==> src/sv/blocked_bloom_filter_assert.svh <==
// assertion macros for the blocked bloom filter
`ifndef BLOCKED_BLOOM_FILTER_ASSERT_SVH
`define BLOCKED_BLOOM_FILTER_ASSERT_SVH
`ifndef SYNTHESIS
`define BBF_ASSERT(label, clk, rst, prop, msg) \
   label: assert property (@(posedge clk) disable iff (rst) prop) else $error(msg);
`define BBF_ASSERT_ALWAYS(label, clk, prop, msg) \
   label: assert property (@(posedge clk) prop) else $error(msg);
`else
`define BBF_ASSERT(label, clk, rst, prop, msg)
`define BBF_ASSERT_ALWAYS(label, clk, prop, msg)
`endif
`endif

==> src/sv/bbf_fifo.sv <==
// two-entry word queue
module bbf_fifo #(
   parameter int DATA_W = 1
) (
   input  logic              clock,
   input  logic              reset,
   input  logic              push,
   input  logic [DATA_W-1:0] push_data,
   output logic              full,
   input  logic              pop,
   output logic [DATA_W-1:0] pop_data,
   output logic              empty
);
   logic [DATA_W-1:0] slot_ff [2];
   logic              wp_ff, rp_ff;
   logic [1:0]        cnt_ff;
   logic              do_push, do_pop;

   assign full     = (cnt_ff == 2'd2);
   assign empty    = (cnt_ff == 2'd0);
   assign do_push  = push && !full;
   assign do_pop   = pop && !empty;
   assign pop_data = slot_ff[rp_ff];

   always_ff @(posedge clock) begin
      if (do_push) begin
         slot_ff[wp_ff] <= push_data;
      end
      if (reset) begin
         wp_ff  <= 1'b0;
         rp_ff  <= 1'b0;
         cnt_ff <= 2'd0;
      end else begin
         if (do_push) begin
            wp_ff <= !wp_ff;
         end
         if (do_pop) begin
            rp_ff <= !rp_ff;
         end
         cnt_ff <= cnt_ff + {1'b0, do_push} - {1'b0, do_pop};
      end
   end
endmodule

==> config.mk <==
export PLATFORM = sky130hd
export DESIGN_NAME = bbf_fifo
export DESIGN_NICKNAME = d
export VERILOG_FILES = /design/src/sv/blocked_bloom_filter_assert.svh /design/src/sv/bbf_fifo.sv
export SDC_FILE = /design/constraint.sdc
export NUM_CORES = 1
export LEC_CHECK = 0
export BUFFER_PORTS_ARGS = -buffer_cell sky130_fd_sc_hd__buf_2
export CAP_MARGIN = 20
export CORE_AREA = 2 2 39 41
export DETAILED_ROUTE_END_ITERATION = 8
export DIE_AREA = 0 0 41 43
export GPL_TIMING_DRIVEN = 0
export SYNTH_ARGS = -nofsm -noshare
export SYNTH_HDL_FRONTEND = slang
export SYNTH_SLANG_ARGS = --single-unit
==> constraint.sdc <==
create_clock -name clock -period 1.4 [get_ports clock]
set_input_delay 0 -clock clock [delete_from_list [all_inputs] [get_ports clock]]
set_output_delay 0 -clock clock [all_outputs]
set_load 0.05 [all_outputs]
======== Yosys cells after proc, flatten, opt, wreduce, memory -nomap -nowiden ========
Memory sizes are Yosys's and may differ from the RTL's. A register that Yosys moved wholly into a read port is not among the register bits.
Cells that the tools add are included.
word-level totals
  register bits after elaboration ......... 4
  RAM bits ................................ 2
  input port bits ......................... 5
  output and inout port bits .............. 3
  word-level logic and storage cells ...... 18
  memories kept ........................... 1
memories
  name     words  bits a word  rd ports  clocked after memory_dff  wr ports  RTL line        source
  slot_ff  2      1            1         1                         1         bbf_fifo.sv:14  logic [DATA_W-1:0] slot_ff [2];
cells by class
  add/subtract/negate cells ............... 2
  equal/unequal tests ..................... 1
  multiplexer cells ....................... 4
  reductions and logical operators ........ 7
operators by type and width
  cell                                  count
  logical NOT 1 bit                     4
  2-to-1 mux 1 bit                      4
  adder 2 x 1 -> 2 bit                  1
  == test 2 bit, second input constant  1
  logical AND 1 bit                     2
  logical NOT 2 bit                     1
  subtractor 2 x 1 -> 2 bit             1

======== Depth between registers and ports, before layout ========
  depth in word-level cells ............... 5
  depth in mapped cells ................... 8
  mapped depth without buffers ............ 8

======== Worst setup path after synthesis ========
Ideal clock, no wire load.
  kind .................................... reg-to-reg
  start point ............................. register cnt_ff[1]
  end point ............................... register cnt_ff[1]
  data arrival time ....................... 1.384 ns
  path slack .............................. -0.062 ns
  stages on the path, launching flop included .. 8
  path buffers ............................ 0
  cells stage by stage .................... dfxtp_1 > o21a_1 > ha_1 > inv_1 > ha_1 > xor2_1 > and2_1 > nor3_1
RTL lines
  item                       RTL line        source
  start, declared            bbf_fifo.sv:16  logic [1:0] cnt_ff;
  start signal, assigned     bbf_fifo.sv:40  cnt_ff <= cnt_ff + {1'b0, do_push} - {1'b0, do_pop};
  logical NOT 2 bit          bbf_fifo.sv:20  assign empty = (cnt_ff == 2'd0);
  logical NOT 1 bit          bbf_fifo.sv:22  assign do_pop = pop && !empty;
  logical AND 1 bit          bbf_fifo.sv:22
  via do_pop                 bbf_fifo.sv:17  logic do_push, do_pop;
  subtractor 2 x 1 -> 2 bit  bbf_fifo.sv:40
The timed path passes the listed nets, and every way through them passes these cells.
A chain may end at the register's enable or synchronous reset.

======== Final worst setup path ========
  start point ............................. register cnt_ff[0]
  end point ............................... register cnt_ff[1]
The elaborated chain is that of the path after synthesis.

==> metrics.txt <==
status=complete, but fails checks; failing checks=setup timing; HP Start=push; Synth area leaders=dfxtp_1 33%, edfxtp_1 20%, ha_1 8.2%, nor2_1 4.9%, inv_1 3.7%; htree depth=1; pin count of the biggest net entering global routing=6; number of flops mapped to enable cells by yosys=2; Mapped Area=305 um2; # IOs=8; post-layout net count=57; Critical Path Fanout Max=3; Die Ht=43 um; Power Density=2230 mW/mm2; Mapped Cells=30; CTS tree=done; first-pass GRT wire length=869 um; Crit path arrival time=1.69 ns; RR Endpoint=cnt_ff[1]$_SDFF_PP0_; Slew Limit Fails=0; worst hold stages=2; All-Layer GR Usage=8.25%; clk slew on worst S/H paths=0.05 ns; post-layout min period=1.52 ns; count leader, synth=dfxtp_1; crit end category=flop; Hold Path Class=input port to flop; Sum Neg Setup Slack=-0.119 ns; Clock Sinks=7; Startpoint Class=flop; total grt overflow=0; Gate power share=51.2%; dpl ws=-0.0977 ns; drc violations=0; slowest CP cell=dfxtp_4; Final HPWL DP=376 um; Slew headroom=83.4%; worst slew pin tran=0.251 ns; CTS max path bufs=2; first drt pass iteration count=1; leading area contributor after synthesis=dfxtp_1; synth warn=0; Routed wire per std cell=8.75 um; Crit path required time=1.57 ns; DIE AREA=0.00176 mm2; register area share after synthesis=52.5%; FMAX=0.658 GHz; Mapped Nets=37; Clock power frac=17.4%; max-cap violation count=0; initial core utilization=22.1%; Num CTS Buffers=3; Clk Latency, worst-skew pair=0.25 ns; Pwr Total=1.05 mW; final setup fails=1; Hold Vio Cnt, Final=0; via count=269; clock skew=0.00328 ns; port bufs=7; Worst Reg2Reg Path Length in Cells=7; Setup Crit Path Kind=flop to flop; Buf+Inv Stages, Crit Path=1; flops & latches, synth=7; Mapped Avg Cell Area=10.2 um2; Peak VDD IR=0.747 mV; top_reg_cell synth=dfxtp_1; top post-synthesis cells by count=5 x dfxtp_1, 4 x nor2_1, 3 x inv_1; CTS Root Cell=clkbuf_4; die width=41 um; leakage power=0.231 nW; Worst path top cell family by delay=adder cells; sw frac=39.2%; share of the synthesized area in the top cell type=32.8%; Worst Hold Path EP=slot_ff[1]$_DFFE_PP_; switching power=0.410 mW; CP Cell Sequence=o21a_1, ha_1, inv_1, ha_2, xor2_1, and2_1, nor3_1; RR Startpoint=cnt_ff[0]$_SDFF_PP0_; antenna violations before repair=0; setup ws final=-0.119 ns; GPL Wtd Cong=0.644; RSZ-0062 raised after global routing=yes; placeable core area=0.00138 mm2; Pint=0.636 mW; n_diodes=0; proportion of layout cells with a drive suffix above 1=49.0%; vias per cell=4.14; final worst path period share=108%; remaining antenna violation count=0; sequential power share=31.4%; vias in the first global route=229; DRT iter0 DRCs=0; Worst R2R Setup Slack=-0.12 ns; Area growth syn-to-layout=53.7%; site row count=14; Synth async-reset ratio=0%; Crit path largest cell delay=0.34 ns; WL final=569 um; post-synth cell types=19
[stage by stage]
stage                     cell area [um2]  hold slack [ns]  utilization, %  instances
after detailed placement              368            0.199            26.6         53
after global routing                  469            0.155            33.9         65
final                                 469            0.156            33.9         65
after floorplan                       313           0.0642               -         30
after global placement                368            0.196            26.6         53
after CTS                             449            0.135            32.5         63
[final cells by class]
cell class	count	area [um2]
inverter	4	15.0
multi-input combinational	19	140
sequential	7	168
clock buffer	4	26.3
timing repair buffer	15	100
tap	16	20.0
fill	148	915
[kinds of logic (layout without fill, tap and decap cells)]
logic type / after synthesis / after routing / share of synthesized area (%)
DFF: 7 / 7 / 52.5
muxes: 1 / 1 / 3.69
AOI/OAI and AO/OA: 3 / 3 / 5.74
buffers and inverters: 4 / 23 / 4.92
adders and majority gates: 2 / 2 / 8.20
and+or+nand+nor: 11 / 11 / 19.3
xor gates and xnor gates: 2 / 2 / 5.74
[per-layer routing]
layer  track usage, %  part of all wire, %  wire, um  up-vias
li1                 -                    -         -      137
met1             8.09                   37       213      124
met2             10.3                   53       300        6
met3             6.28                  7.7        44        2
met4             8.00                  1.8        10        0
met5                0                    0         0        -
[worst max-delay path by stage]
stage | startpoint | to | slack (ns) | cells past startpoint
after global placement | cnt_ff[0]$_SDFF_PP0_ | cnt_ff[1]$_SDFF_PP0_ | -0.1 | 8
after global routing | cnt_ff[1]$_SDFF_PP0_ | cnt_ff[1]$_SDFF_PP0_ | -0.18 | 7
after CTS | cnt_ff[1]$_SDFF_PP0_ | cnt_ff[1]$_SDFF_PP0_ | -0.09 | 7
after floorplan | cnt_ff[1]$_SDFF_PP0_ | cnt_ff[1]$_SDFF_PP0_ | -0.05 | 7
final | cnt_ff[0]$_SDFF_PP0_ | cnt_ff[1]$_SDFF_PP0_ | -0.12 | 7
after detailed placement | cnt_ff[1]$_SDFF_PP0_ | cnt_ff[1]$_SDFF_PP0_ | -0.1 | 7
[power by group through the flow]
stage	sequential, mW	clock (mW)	combinational, mW
floorplan	0.322	0	0.346
global placement	0.333	0	0.413
detailed placement	0.334	0	0.414
CTS	0.331	0.192	0.500
global route	0.337	0.200	0.594
finish	0.329	0.182	0.536
[cell usage in the layout (no fill, tap or decap), drive strengths merged]
cell type and count:
clkbuf 4, or3 1, mux2 1, dlygate4sd3 2
buf 13, nand2 1, xnor2 1, a21oi 1
dfxtp 5, ha 2, and2 1, nor2b 1
edfxtp 2, nand2b 1, inv 4, and3 1
o21a 1, nor2 4, nor3 1, o21ai 1
xor2 1
[repair_timing]
item,4_1_cts,5_1_grt
setup endpoints to repair,1,2
setup buffers,4,2
hold buffers,2,0
resized for setup,2,2
endpoints found under the hold margin,7,0
pin swaps,1,4
Power figures use the tool's default switching activity.
