--- src/sv/blocked_bloom_filter_assert.svh ---
// assertion macros for the blocked bloom filter
`ifndef BLOCKED_BLOOM_FILTER_ASSERT_SVH
`define BLOCKED_BLOOM_FILTER_ASSERT_SVH
`ifndef SYNTHESIS
`define BBF_ASSERT(label, clk, rst, prop, msg) \
   label: assert property (@(posedge clk) disable iff (rst) prop) else $error(msg);
`define BBF_ASSERT_ALWAYS(label, clk, prop, msg) \
   label: assert property (@(posedge clk) prop) else $error(msg);
`else
`define BBF_ASSERT(label, clk, rst, prop, msg)
`define BBF_ASSERT_ALWAYS(label, clk, prop, msg)
`endif
`endif

--- src/sv/bbf_pkg.sv ---
// shared constants for the blocked bloom filter
package bbf_pkg;
   localparam int DEF_MAX_BLOCKS       = 1024;
   localparam int DEF_BLOCK_SIZE_BYTES = 64;
   localparam int DEF_MAX_HASHES       = 16;

   localparam int NB_W       = 11;
   localparam int NH_W       = 5;
   localparam int KCNT_W     = 6;
   localparam int KEY_W      = 64;
   localparam int HALF_W     = 32;
   localparam int DIV_CNT_W  = 6;
   localparam int CSR_ADDR_W = 3;
   localparam int CSR_DATA_W = 32;

   localparam logic [63:0] MIX_GOLDEN = 64'h9e3779b97f4a7c15;
   localparam logic [63:0] MIX_C1     = 64'hbf58476d1ce4e5b9;
   localparam logic [63:0] MIX_C2     = 64'h94d049bb133111eb;
   localparam logic [63:0] SEED_BLOCK = 64'h123456789abcdef0;
   localparam logic [63:0] SEED_BITS  = 64'hfedcba9876543210;

   // reciprocal for the bit position reduction
   localparam int RECIP_SHIFT = 40;
   localparam int RECIP_W     = 35;

   localparam logic REG_NUM_BLOCKS = 1'b0;
   localparam logic REG_NUM_HASHES = 1'b1;

   localparam logic MODE_INSERT = 1'b0;
   localparam logic MODE_QUERY  = 1'b1;
endpackage

--- src/sv/bbf_front.sv ---
// front end: key hashing and block selection
module bbf_front #(
   parameter int MAX_BLOCKS       = 1024,
   parameter int BLOCK_SIZE_BYTES = 64,
   parameter int ENT_W            = 79
) (
   input  logic                    clock,
   input  logic                    reset,
   input  logic                    accept,
   input  logic                    mode,
   input  logic [63:0]             key,
   input  logic [bbf_pkg::NB_W-1:0] nb_eff,
   output logic                    busy,
   output logic                    ent_push,
   input  logic                    ent_full,
   output logic [ENT_W-1:0]        ent_data
);
   import bbf_pkg::*;

   localparam int WPB         = (BLOCK_SIZE_BYTES + 7) / 8;
   localparam int STORE_WORDS = MAX_BLOCKS * WPB;
   localparam int AW          = (STORE_WORDS > 1) ? $clog2(STORE_WORDS) : 1;

   localparam logic [1:0] F_IDLE = 2'd0;
   localparam logic [1:0] F_MUL  = 2'd1;
   localparam logic [1:0] F_DIV  = 2'd2;
   localparam logic [1:0] F_PUSH = 2'd3;

   logic [1:0]           state_ff, state_in;
   logic                 mode_ff;
   logic [63:0]          key_ff;
   logic [63:0]          a_ff, a_in, acc_ff, acc_in;
   logic [1:0]           ph_ff, ph_in;
   logic                 msel_ff, msel_in, hsel_ff, hsel_in;
   logic [63:0]          h1_ff, h1_in, h2_ff, h2_in;
   logic [63:0]          divd_ff, divd_in;
   logic [NB_W:0]        rem_ff, rem_in;
   logic [DIV_CNT_W-1:0] dcnt_ff, dcnt_in;
   logic [NB_W-1:0]      div_ff, div_in;
   logic                 zero_ff, zero_in;
   logic [AW-1:0]        base_ff, base_in;

   logic [63:0] mconst, prod, z0, a0, seed, key_src, hfin;
   logic [31:0] mul_a, mul_b;
   logic [NB_W:0] r_sh, rem_next;

   assign busy     = (state_ff != F_IDLE);
   assign ent_push = (state_ff == F_PUSH) && !ent_full;
   assign ent_data = {mode_ff, zero_ff, base_ff, h2_ff[31:0], h2_ff[63:32] | 32'd1};

   always_comb begin
      mconst = msel_ff ? MIX_C2 : MIX_C1;
      case (ph_ff)
         2'd0: begin
            mul_a = a_ff[31:0];
            mul_b = mconst[31:0];
         end
         2'd1: begin
            mul_a = a_ff[63:32];
            mul_b = mconst[31:0];
         end
         default: begin
            mul_a = a_ff[31:0];
            mul_b = mconst[63:32];
         end
      endcase
      prod   = 64'(mul_a) * 64'(mul_b);
      acc_in = (ph_ff == 2'd0) ? prod : acc_ff + {prod[31:0], 32'd0};
      hfin   = acc_in ^ (acc_in >> 31);
      // seed mix of the first or the second hash
      seed    = (state_ff == F_IDLE) ? SEED_BLOCK : SEED_BITS;
      key_src = (state_ff == F_IDLE) ? key : key_ff;
      z0      = (key_src ^ seed) + MIX_GOLDEN;
      a0      = z0 ^ (z0 >> 30);
      // restoring division, one quotient bit a cycle
      r_sh     = {rem_ff[NB_W-1:0], divd_ff[63]};
      rem_next = (r_sh >= {1'b0, div_ff}) ? r_sh - {1'b0, div_ff} : r_sh;
   end

   always_comb begin
      state_in = state_ff;
      a_in     = a_ff;
      ph_in    = ph_ff;
      msel_in  = msel_ff;
      hsel_in  = hsel_ff;
      h1_in    = h1_ff;
      h2_in    = h2_ff;
      divd_in  = divd_ff;
      rem_in   = rem_ff;
      dcnt_in  = dcnt_ff;
      div_in   = div_ff;
      zero_in  = zero_ff;
      base_in  = base_ff;
      case (state_ff)
         F_IDLE: begin
            if (accept) begin
               a_in     = a0;
               ph_in    = 2'd0;
               msel_in  = 1'b0;
               hsel_in  = 1'b0;
               state_in = F_MUL;
            end
         end
         F_MUL: begin
            if (ph_ff != 2'd2) begin
               ph_in = ph_ff + 2'd1;
            end else begin
               ph_in = 2'd0;
               if (!msel_ff) begin
                  a_in    = acc_in ^ (acc_in >> 27);
                  msel_in = 1'b1;
               end else if (!hsel_ff) begin
                  h1_in   = hfin;
                  a_in    = a0;
                  msel_in = 1'b0;
                  hsel_in = 1'b1;
               end else begin
                  h2_in   = hfin;
                  msel_in = 1'b0;
                  hsel_in = 1'b0;
                  if (nb_eff == '0) begin
                     zero_in  = 1'b1;
                     base_in  = '0;
                     state_in = F_PUSH;
                  end else begin
                     zero_in  = 1'b0;
                     divd_in  = h1_ff;
                     rem_in   = '0;
                     dcnt_in  = '0;
                     div_in   = nb_eff;
                     state_in = F_DIV;
                  end
               end
            end
         end
         F_DIV: begin
            divd_in = divd_ff << 1;
            rem_in  = rem_next;
            dcnt_in = dcnt_ff + DIV_CNT_W'(1);
            if (dcnt_ff == '1) begin
               base_in  = AW'(32'(rem_next[NB_W-1:0]) * WPB);
               state_in = F_PUSH;
            end
         end
         F_PUSH: begin
            if (!ent_full) begin
               state_in = F_IDLE;
            end
         end
         default: state_in = F_IDLE;
      endcase
   end

   always_ff @(posedge clock) begin
      if (accept && state_ff == F_IDLE) begin
         mode_ff <= mode;
         key_ff  <= key;
      end
      a_ff    <= a_in;
      acc_ff  <= acc_in;
      h1_ff   <= h1_in;
      h2_ff   <= h2_in;
      divd_ff <= divd_in;
      rem_ff  <= rem_in;
      div_ff  <= div_in;
      zero_ff <= zero_in;
      base_ff <= base_in;
      if (reset) begin
         state_ff <= F_IDLE;
         ph_ff    <= 2'd0;
         msel_ff  <= 1'b0;
         hsel_ff  <= 1'b0;
         dcnt_ff  <= '0;
      end else begin
         state_ff <= state_in;
         ph_ff    <= ph_in;
         msel_ff  <= msel_in;
         hsel_ff  <= hsel_in;
         dcnt_ff  <= dcnt_in;
      end
   end
endmodule

--- config.mk ---
export PLATFORM = sky130hd
export DESIGN_NAME = bbf_front
export DESIGN_NICKNAME = d
export VERILOG_FILES = /design/src/sv/blocked_bloom_filter_assert.svh /design/src/sv/bbf_pkg.sv /design/src/sv/bbf_front.sv
export SDC_FILE = /design/constraint.sdc
export NUM_CORES = 2
export LEC_CHECK = 0
export ABC_AREA = 1
export CORE_MARGIN = 2
export CORE_UTILIZATION = 40
export DETAILED_ROUTE_END_ITERATION = 8
export DONT_BUFFER_PORTS = 1
export MAX_ROUTING_LAYER = met4
export SLEW_MARGIN = 20
export SYNTH_ARGS = -nofsm -noshare
export SYNTH_HDL_FRONTEND = slang
export SYNTH_SLANG_ARGS = --single-unit
export TNS_END_PERCENT = 1
--- constraint.sdc ---
create_clock -name clock -period 10.46 [get_ports clock]
set_input_delay 2.092 -clock clock [delete_from_list [all_inputs] [get_ports clock]]
set_output_delay 2.092 -clock clock [all_outputs]
set_load 0.03 [all_outputs]
# Yosys cells after proc, flatten, opt, wreduce, memory -nomap -nowiden
# Index checks and enable logic that the tools add are counted.
# totals
latch_bits,0
n_memories,0
out_inout_bits,81
in_bits,80
rom_bits,0
wordCells,118
register_bits,433
ramBits,0
# op_classes
n_div,0
addsub,5
n_bitwise,7
n_mux,53
shifts,0
eq_ne,15
n_reduce_logical,20
order_cmp,1
n_mul,1
# op_table
op,n
64-bit 2-to-1 mux,11
64-bit one-hot mux with 2 select lines,2
13-bit 2-to-1 mux,5
64-bit adder,1
"64-bit adder, second input constant",1
32-bit by 32-bit multiplier with 64-bit output,1
32-bit 2-to-1 mux,2
64-bit by 33-bit XOR with 64-bit output,1
64-bit by 34-bit XOR with 64-bit output,1
64-bit by 37-bit XOR with 64-bit output,1
64-bit XOR,1
62-bit 2-to-1 mux,1
11-bit 2-to-1 mux,5
13-bit one-hot mux with 2 select lines,1
6-bit 2-to-1 mux,4
11-bit one-hot mux with 2 select lines,1
"2-bit inequality test, second input constant",9
2-bit 2-to-1 mux,8
4-bit AND reduction,4
12-bit by 11-bit >= comparator with 1-bit output,1
6-bit one-hot mux with 2 select lines,1
6-bit AND reduction,2
11-bit logical NOT,1
11-bit subtractor,1
19 further kinds,36

# Logic depth before layout (Yosys ltp)
# depth
word_depth,10
ltp_mapped,53
depth_no_buf,51

# Least setup slack after synthesis
# No wires, ideal clock.
# synth_path
path_kind,register to register
startpoint,reg ph_ff[1]
endpoint,reg h1_ff[32] (data pin)
synth_period_minus_slack_ns,9.204
path_buffers,3
path_slack_ns,1.256
path_stages_with_launch,44
setup_time_ns,0.271
required_ns,10.189
arrival_ns,8.934
path_cell_list,dfxtp_1 -> clkbuf_1 -> nor2_1 -> clkinv_1 -> clkbuf_1 -> o21ai_1 -> inv_1 -> clkbuf_1 -> nor2_1 -> fa_1 -> fa_1 -> fa_1 -> inv_1 -> fa_1 -> inv_1 -> fa_1 -> inv_1 -> fa_1 -> [... 8 more ...] -> a21boi_0 -> nand3_1 -> or2_2 -> nand2_1 -> inv_1 -> ha_1 -> nand2_1 -> nor2_1 -> inv_1 -> nor2_1 -> inv_1 -> nor2_1 -> nand2_1 -> o211ai_1 -> nand3_1 -> nand3_1 -> nand2_1 -> xor2_1
# synth_via
elab_chain_len,7
elab_cells_between_ends,9
cone_classes,1 x add/sub; 1 x mul; 1 x eq/ne; 3 x mux; 1 x bitwise; 2 x reduce/logical
# synth_lines
item,line,text
from (decl),bbf_front.sv:33,"logic [1:0] ph_ff, ph_in;"
from (signal assigned),bbf_front.sv:176,ph_ff <= ph_in;
2-bit by 1-bit == test with 1-bit output / 2-bit logical NOT (equally long branches),"bbf_front.sv:53, bbf_front.sv:68",
2-bit OR reduction (no line),n/a,
32-bit 2-to-1 mux,bbf_front.sv:53,case (ph_ff)
32-bit by 32-bit multiplier with 64-bit output,bbf_front.sv:67,prod = 64'(mul_a) * 64'(mul_b);
64-bit adder,bbf_front.sv:68,"acc_in = (ph_ff == 2'd0) ? prod : acc_ff + {prod[31:0], 32'd0};"
64-bit 2-to-1 mux *,bbf_front.sv:68,
named net acc_in[63],bbf_front.sv:32,"logic [63:0] a_ff, a_in, acc_ff, acc_in;"
64-bit by 33-bit XOR with 64-bit output *,bbf_front.sv:69,hfin = acc_in ^ (acc_in >> 31);
named net hfin[32],bbf_front.sv:43,"logic [63:0] mconst, prod, z0, a0, seed, key_src, hfin;"
to (signal assigned),bbf_front.sv:161,h1_ff <= h1_in;
to (decl),bbf_front.sv:35,"logic [63:0] h1_ff, h1_in, h2_ff, h2_in;"
# The timed path passes the listed nets; every way through them passes the cells marked *.
# A chain may end at the register's enable or synchronous reset.

# Worst setup path after layout
# layout_path
startpoint,reg msel_ff
endpoint,reg a_ff[52] (data pin)
# layout_via
elab_chain_len,9
# layout_lines
item,line,text
from (decl),bbf_front.sv:34,"logic msel_ff, msel_in, hsel_ff, hsel_in;"
from (signal assigned),bbf_front.sv:177,msel_ff <= msel_in;
62-bit 2-to-1 mux *,bbf_front.sv:52,mconst = msel_ff ? MIX_C2 : MIX_C1;
32-bit 2-to-1 mux *,bbf_front.sv:53,
32-bit by 32-bit multiplier with 64-bit output *,bbf_front.sv:67,
64-bit adder,bbf_front.sv:68,
64-bit 2-to-1 mux *,bbf_front.sv:68,
named net acc_in[52],bbf_front.sv:32,
64-bit by 37-bit XOR with 64-bit output *,bbf_front.sv:110,a_in = acc_in ^ (acc_in >> 27);
64-bit 2-to-1 mux *,bbf_front.sv:109,if (!msel_ff) begin
64-bit 2-to-1 mux *,bbf_front.sv:105,if (ph_ff != 2'd2) begin
64-bit one-hot mux with 2 select lines *,bbf_front.sv:94,case (state_ff)
named net a_in[52],bbf_front.sv:32,
to (signal assigned),bbf_front.sv:159,a_ff <= a_in;
to (decl),bbf_front.sv:32,
# The timed path passes the listed nets; every way through them passes the cells marked *. The select of a mux whose other input is x is not followed.

==> summary.txt <==
Status
  – Status: complete, no violations

Clocking
  – Root Driver: clkbuf_16
  – Clock-pin slew of the registers on the worst-case setup and hold paths: roughly 0.060 ns
  – Hold-fix buffers, CTS: 0
  – CTS H-tree depth: 2
  – Clk sinks: ~430
  – Num CTS Buffers: between 40 and 50
  – Clk Latency, worst-skew pair: ~0.64 ns
  – Post-CTS setup buffers: 0
  – Clock Tree Buf Depth: 3
  – CTS tree: built

Placed design
  – DP Wirelength: roughly 190000 um
  – Worst slack, placed: -0.209 ns
  – IO Port Bufs: 0
  – GPL Wtd Cong: 1.03

Layout
  – Filler cell count: roughly 13000
  – Synth-to-layout area growth: 9.63%
  – Nets@finish: 7812
  – Layout cells sized above 1: 6.75%

STA
  – Clock Skew: 0.0373 ns
  – RSZ-0062 raised after global routing: no
  – Rel. slew slack: between 20% and 30%
  – Slew @ Worst Pin: between 1 and 1.5 ns
  – Final setup violation count: 0
  – Hold_ws: just under 0.5 ns
  – Fin crit share: 96.1%
  – Setup ws final: around 0.41 ns
  – Final hold vios: 0
  – Max Slew Vio Count: 0
  – Fmax: approximately 100 MHz
  – Setup_tns: 0 ns
  – Tmin final: roughly 10 ns

Critical path
  – Worst path required time: between 10 and 15 ns
  – Largest stage delay, worst path: slightly above 0.6 ns
  – Startpoint types: flop
  – Crit path max fanout: 20
  – Most used cell, CP: inv_1
  – Worst setup EP type: flop
  – CP max stage cell: dfxtp_2
  – Setup CP Type: flop to flop
  – CP arrival: 10.32 ns

Detailed routing
  – Routed length on met1: 94200 um
  – DR vias/cell: ~5.3
  – WL final: between 200000 and 250000 um
  – Routed met3 length: between 15000 and 20000 um
  – WL/cell: about 26 um
  – DRC viols: 0
  – Post-route ant nets: 0
  – Met2 wire length: slightly below 100000 um
  – Highest Signal Layer: met4
  – Drt pass-1 iters: 8
  – Iteration-0 DRC Markers: approximately 4900
  – Routed via count: 43800

Global routing
  – GRT overflow: 0
  – Initial antenna violation count: 7
  – First-pass GRT wire length: about 310000 um
  – Largest net degree at the start of global routing: 78
  – Total Routing Usage GR: between 30% and 40%
  – Vias in the first global route: between 40000 and 50000

Synth
  – Top post-synthesis cells by area: fa_1, edfxtp_1, inv_1
  – Cell count after synthesis: approximately 6400
  – Count of state elements after synthesis: roughly 430
  – Largest family of logic cells by synthesized area: adder cells
  – Sequential share of the synthesized area: between 20% and 30%
  – Complex-gate fraction of the synthesized area: approximately 5.4%
  – Synth Area in XOR/XNOR: ~1.5%
  – Post-synth top area cell: fa_1
  – Top cells by count, synth: inv_1, nand2_1, fa_1
  – Mux cell area share after synthesis: 0%
  – Post-synthesis async set-or-reset flop share: 0%
  – Synth cell types: 48
  – Top-count cell post-synth: inv_1
  – Share of Yosys cell area claimed by the top area cell type: just over 30%
  – Synth Area in Adders: between 30% and 40%
  – Post-Synth Simple-Gate Area: approximately a fifth
  – Avg Inst Size Synth: roughly 8.4 um2
  – Synth Flop Type: edfxtp_1
  – Cell area after synthesis: 53600 um2
  – Post-synth EDFFs: 353
  – Yosys warnings: 0

Flow run
  – Max-cap viol count: 0

Floorplanning
  – DIE HEIGHT: approximately 370 um
  – Top-Level Pins: roughly 160
  – Die X: between 300 and 400 um
  – Area of the core: roughly 130000 um2
  – Die area: 137000 um2
  – Starting density of the core: between 40% and 50%
  – Row cnt: 134

Min path
  – Hold Crit Class: flop to flop
worst max-delay path: cells and delay by family, from the launching register on:
kind,cells,cell delay (ns)
XOR/XNOR,1,0.26
adder cells (fa/ha/maj),10,4.01
AND/OR/NAND/NOR,10,1.99
buffers and inverters,13,1.59
AO/OA/AOI/OAI,5,1.16
flip-flops,1,0.62
per-layer routing:
metal | up-vias | global-route usage, %
li1 | 19800 | -
met1 | 21800 | 45.7
met2 | 1918 | 49.9
met3 | 313 | 4.76
met4 | 0 | 9.88
met5 | - | -
kinds of logic after synthesis:
| family | Yosys count |
|---|---|
| compound gates | 524 |
| xor+xnor | 94 |
| fa+ha+maj | 1203 |
| buf+inv | 1612 |
| flops | 429 |
| other cells | 2 |
| simple gates | 2522 |
state kept, by name (all words and copies together), names as in the netlist:
register  cells
divd_ff      64
dcnt_ff       6
rem_ff       11
base_ff      10
state_ff      2
mode_ff       1
h2_ff        63
a_ff         64
zero_ff       1
key_ff       64
div_ff       11
acc_ff       64
msel_ff       1
hsel_ff       1
ph_ff         2
h1_ff        64
through the flow:
stage | util [%] | cell area, um2 | std cells
floorplan | - | 53600 | 6389
global placement | 42.9 | 57100 | 8249
detailed placement | 42.9 | 57100 | 8249
CTS | 44.0 | 58700 | 8335
global route | 44.1 | 58800 | 8339
finish | 44.1 | 58800 | 8340
repair_timing:
action | CTS | global route
pin swaps | 0 | 0
gates resized for setup | 4 | 34
hold endpoints to repair | 0 | 0
endpoints found under the setup margin | 25 | 81
layout make-up:
type | instances | area (um2) | area share, %
Sequential cell | 429 | 12100 | 20.6
Multi-Input combinational cell | 4348 | 35500 | 60.3
Timing Repair Buffer | 240 | 1900 | 3.24
Antenna cell | 5 | 12.5 | 0.0213
Inverter | 1464 | 5500 | 9.35
Clock buffer | 61 | 1310 | 2.23
Tap cell | 1768 | 2210 | 3.76
Clock inverter | 25 | 245 | 0.417
placed cells by master, fill, tap and decap left out, drive strengths merged:
cell / Yosys / final
inv: 1460 / 1465
nand2: 1331 / 1331
fa: 828 / 828
nor2: 698 / 698
ha: 375 / 375
nand3: 359 / 359
edfxtp: 353 / 353
o21ai: 262 / 262
buf: 36 / 240
a21oi: 178 / 178
xor2: 76 / 76
dfxtp: 76 / 76
clkbuf: 112 / 61
nand4: 37 / 37
nor3: 34 / 34
or2: 25 / 25
o21bai: 24 / 24
nand3b: 20 / 20
clkinv: 4 / 20
xnor2: 18 / 18
a21o: 17 / 17
a211oi: 9 / 9
a21boi: 9 / 9
nor4: 7 / 7
o22ai: 7 / 7
and2: 7 / 7
a31oi: 7 / 7
o21a: 6 / 6
diode: 0 / 5
conb: 2 / 5
o211ai: 4 / 4
and3: 2 / 2
nor3b: 2 / 2
bufinv: 0 / 2
clkinvlp: 0 / 2
o31ai: 1 / 1
path summary, 6_finish.rpt:
kind | start | end | slack (ns) | cells after the start
worst max-delay path | msel_ff$_SDFFE_PP0P_ | a_ff[52]$_DFFE_PP_ | 0.41 | 39
worst min-delay path | dcnt_ff[1]$_SDFFE_PP0P_ | dcnt_ff[1]$_SDFFE_PP0P_ | 0.48 | 2
worst max register to register | msel_ff$_SDFFE_PP0P_ | a_ff[52]$_DFFE_PP_ | 0.41 | 39
worst min register to register | dcnt_ff[1]$_SDFFE_PP0P_ | dcnt_ff[1]$_SDFFE_PP0P_ | 0.48 | 2
Power is left out: the tool's default activity adds up to more than one toggle a clock period on the data nets, which glitch-free logic cannot reach.
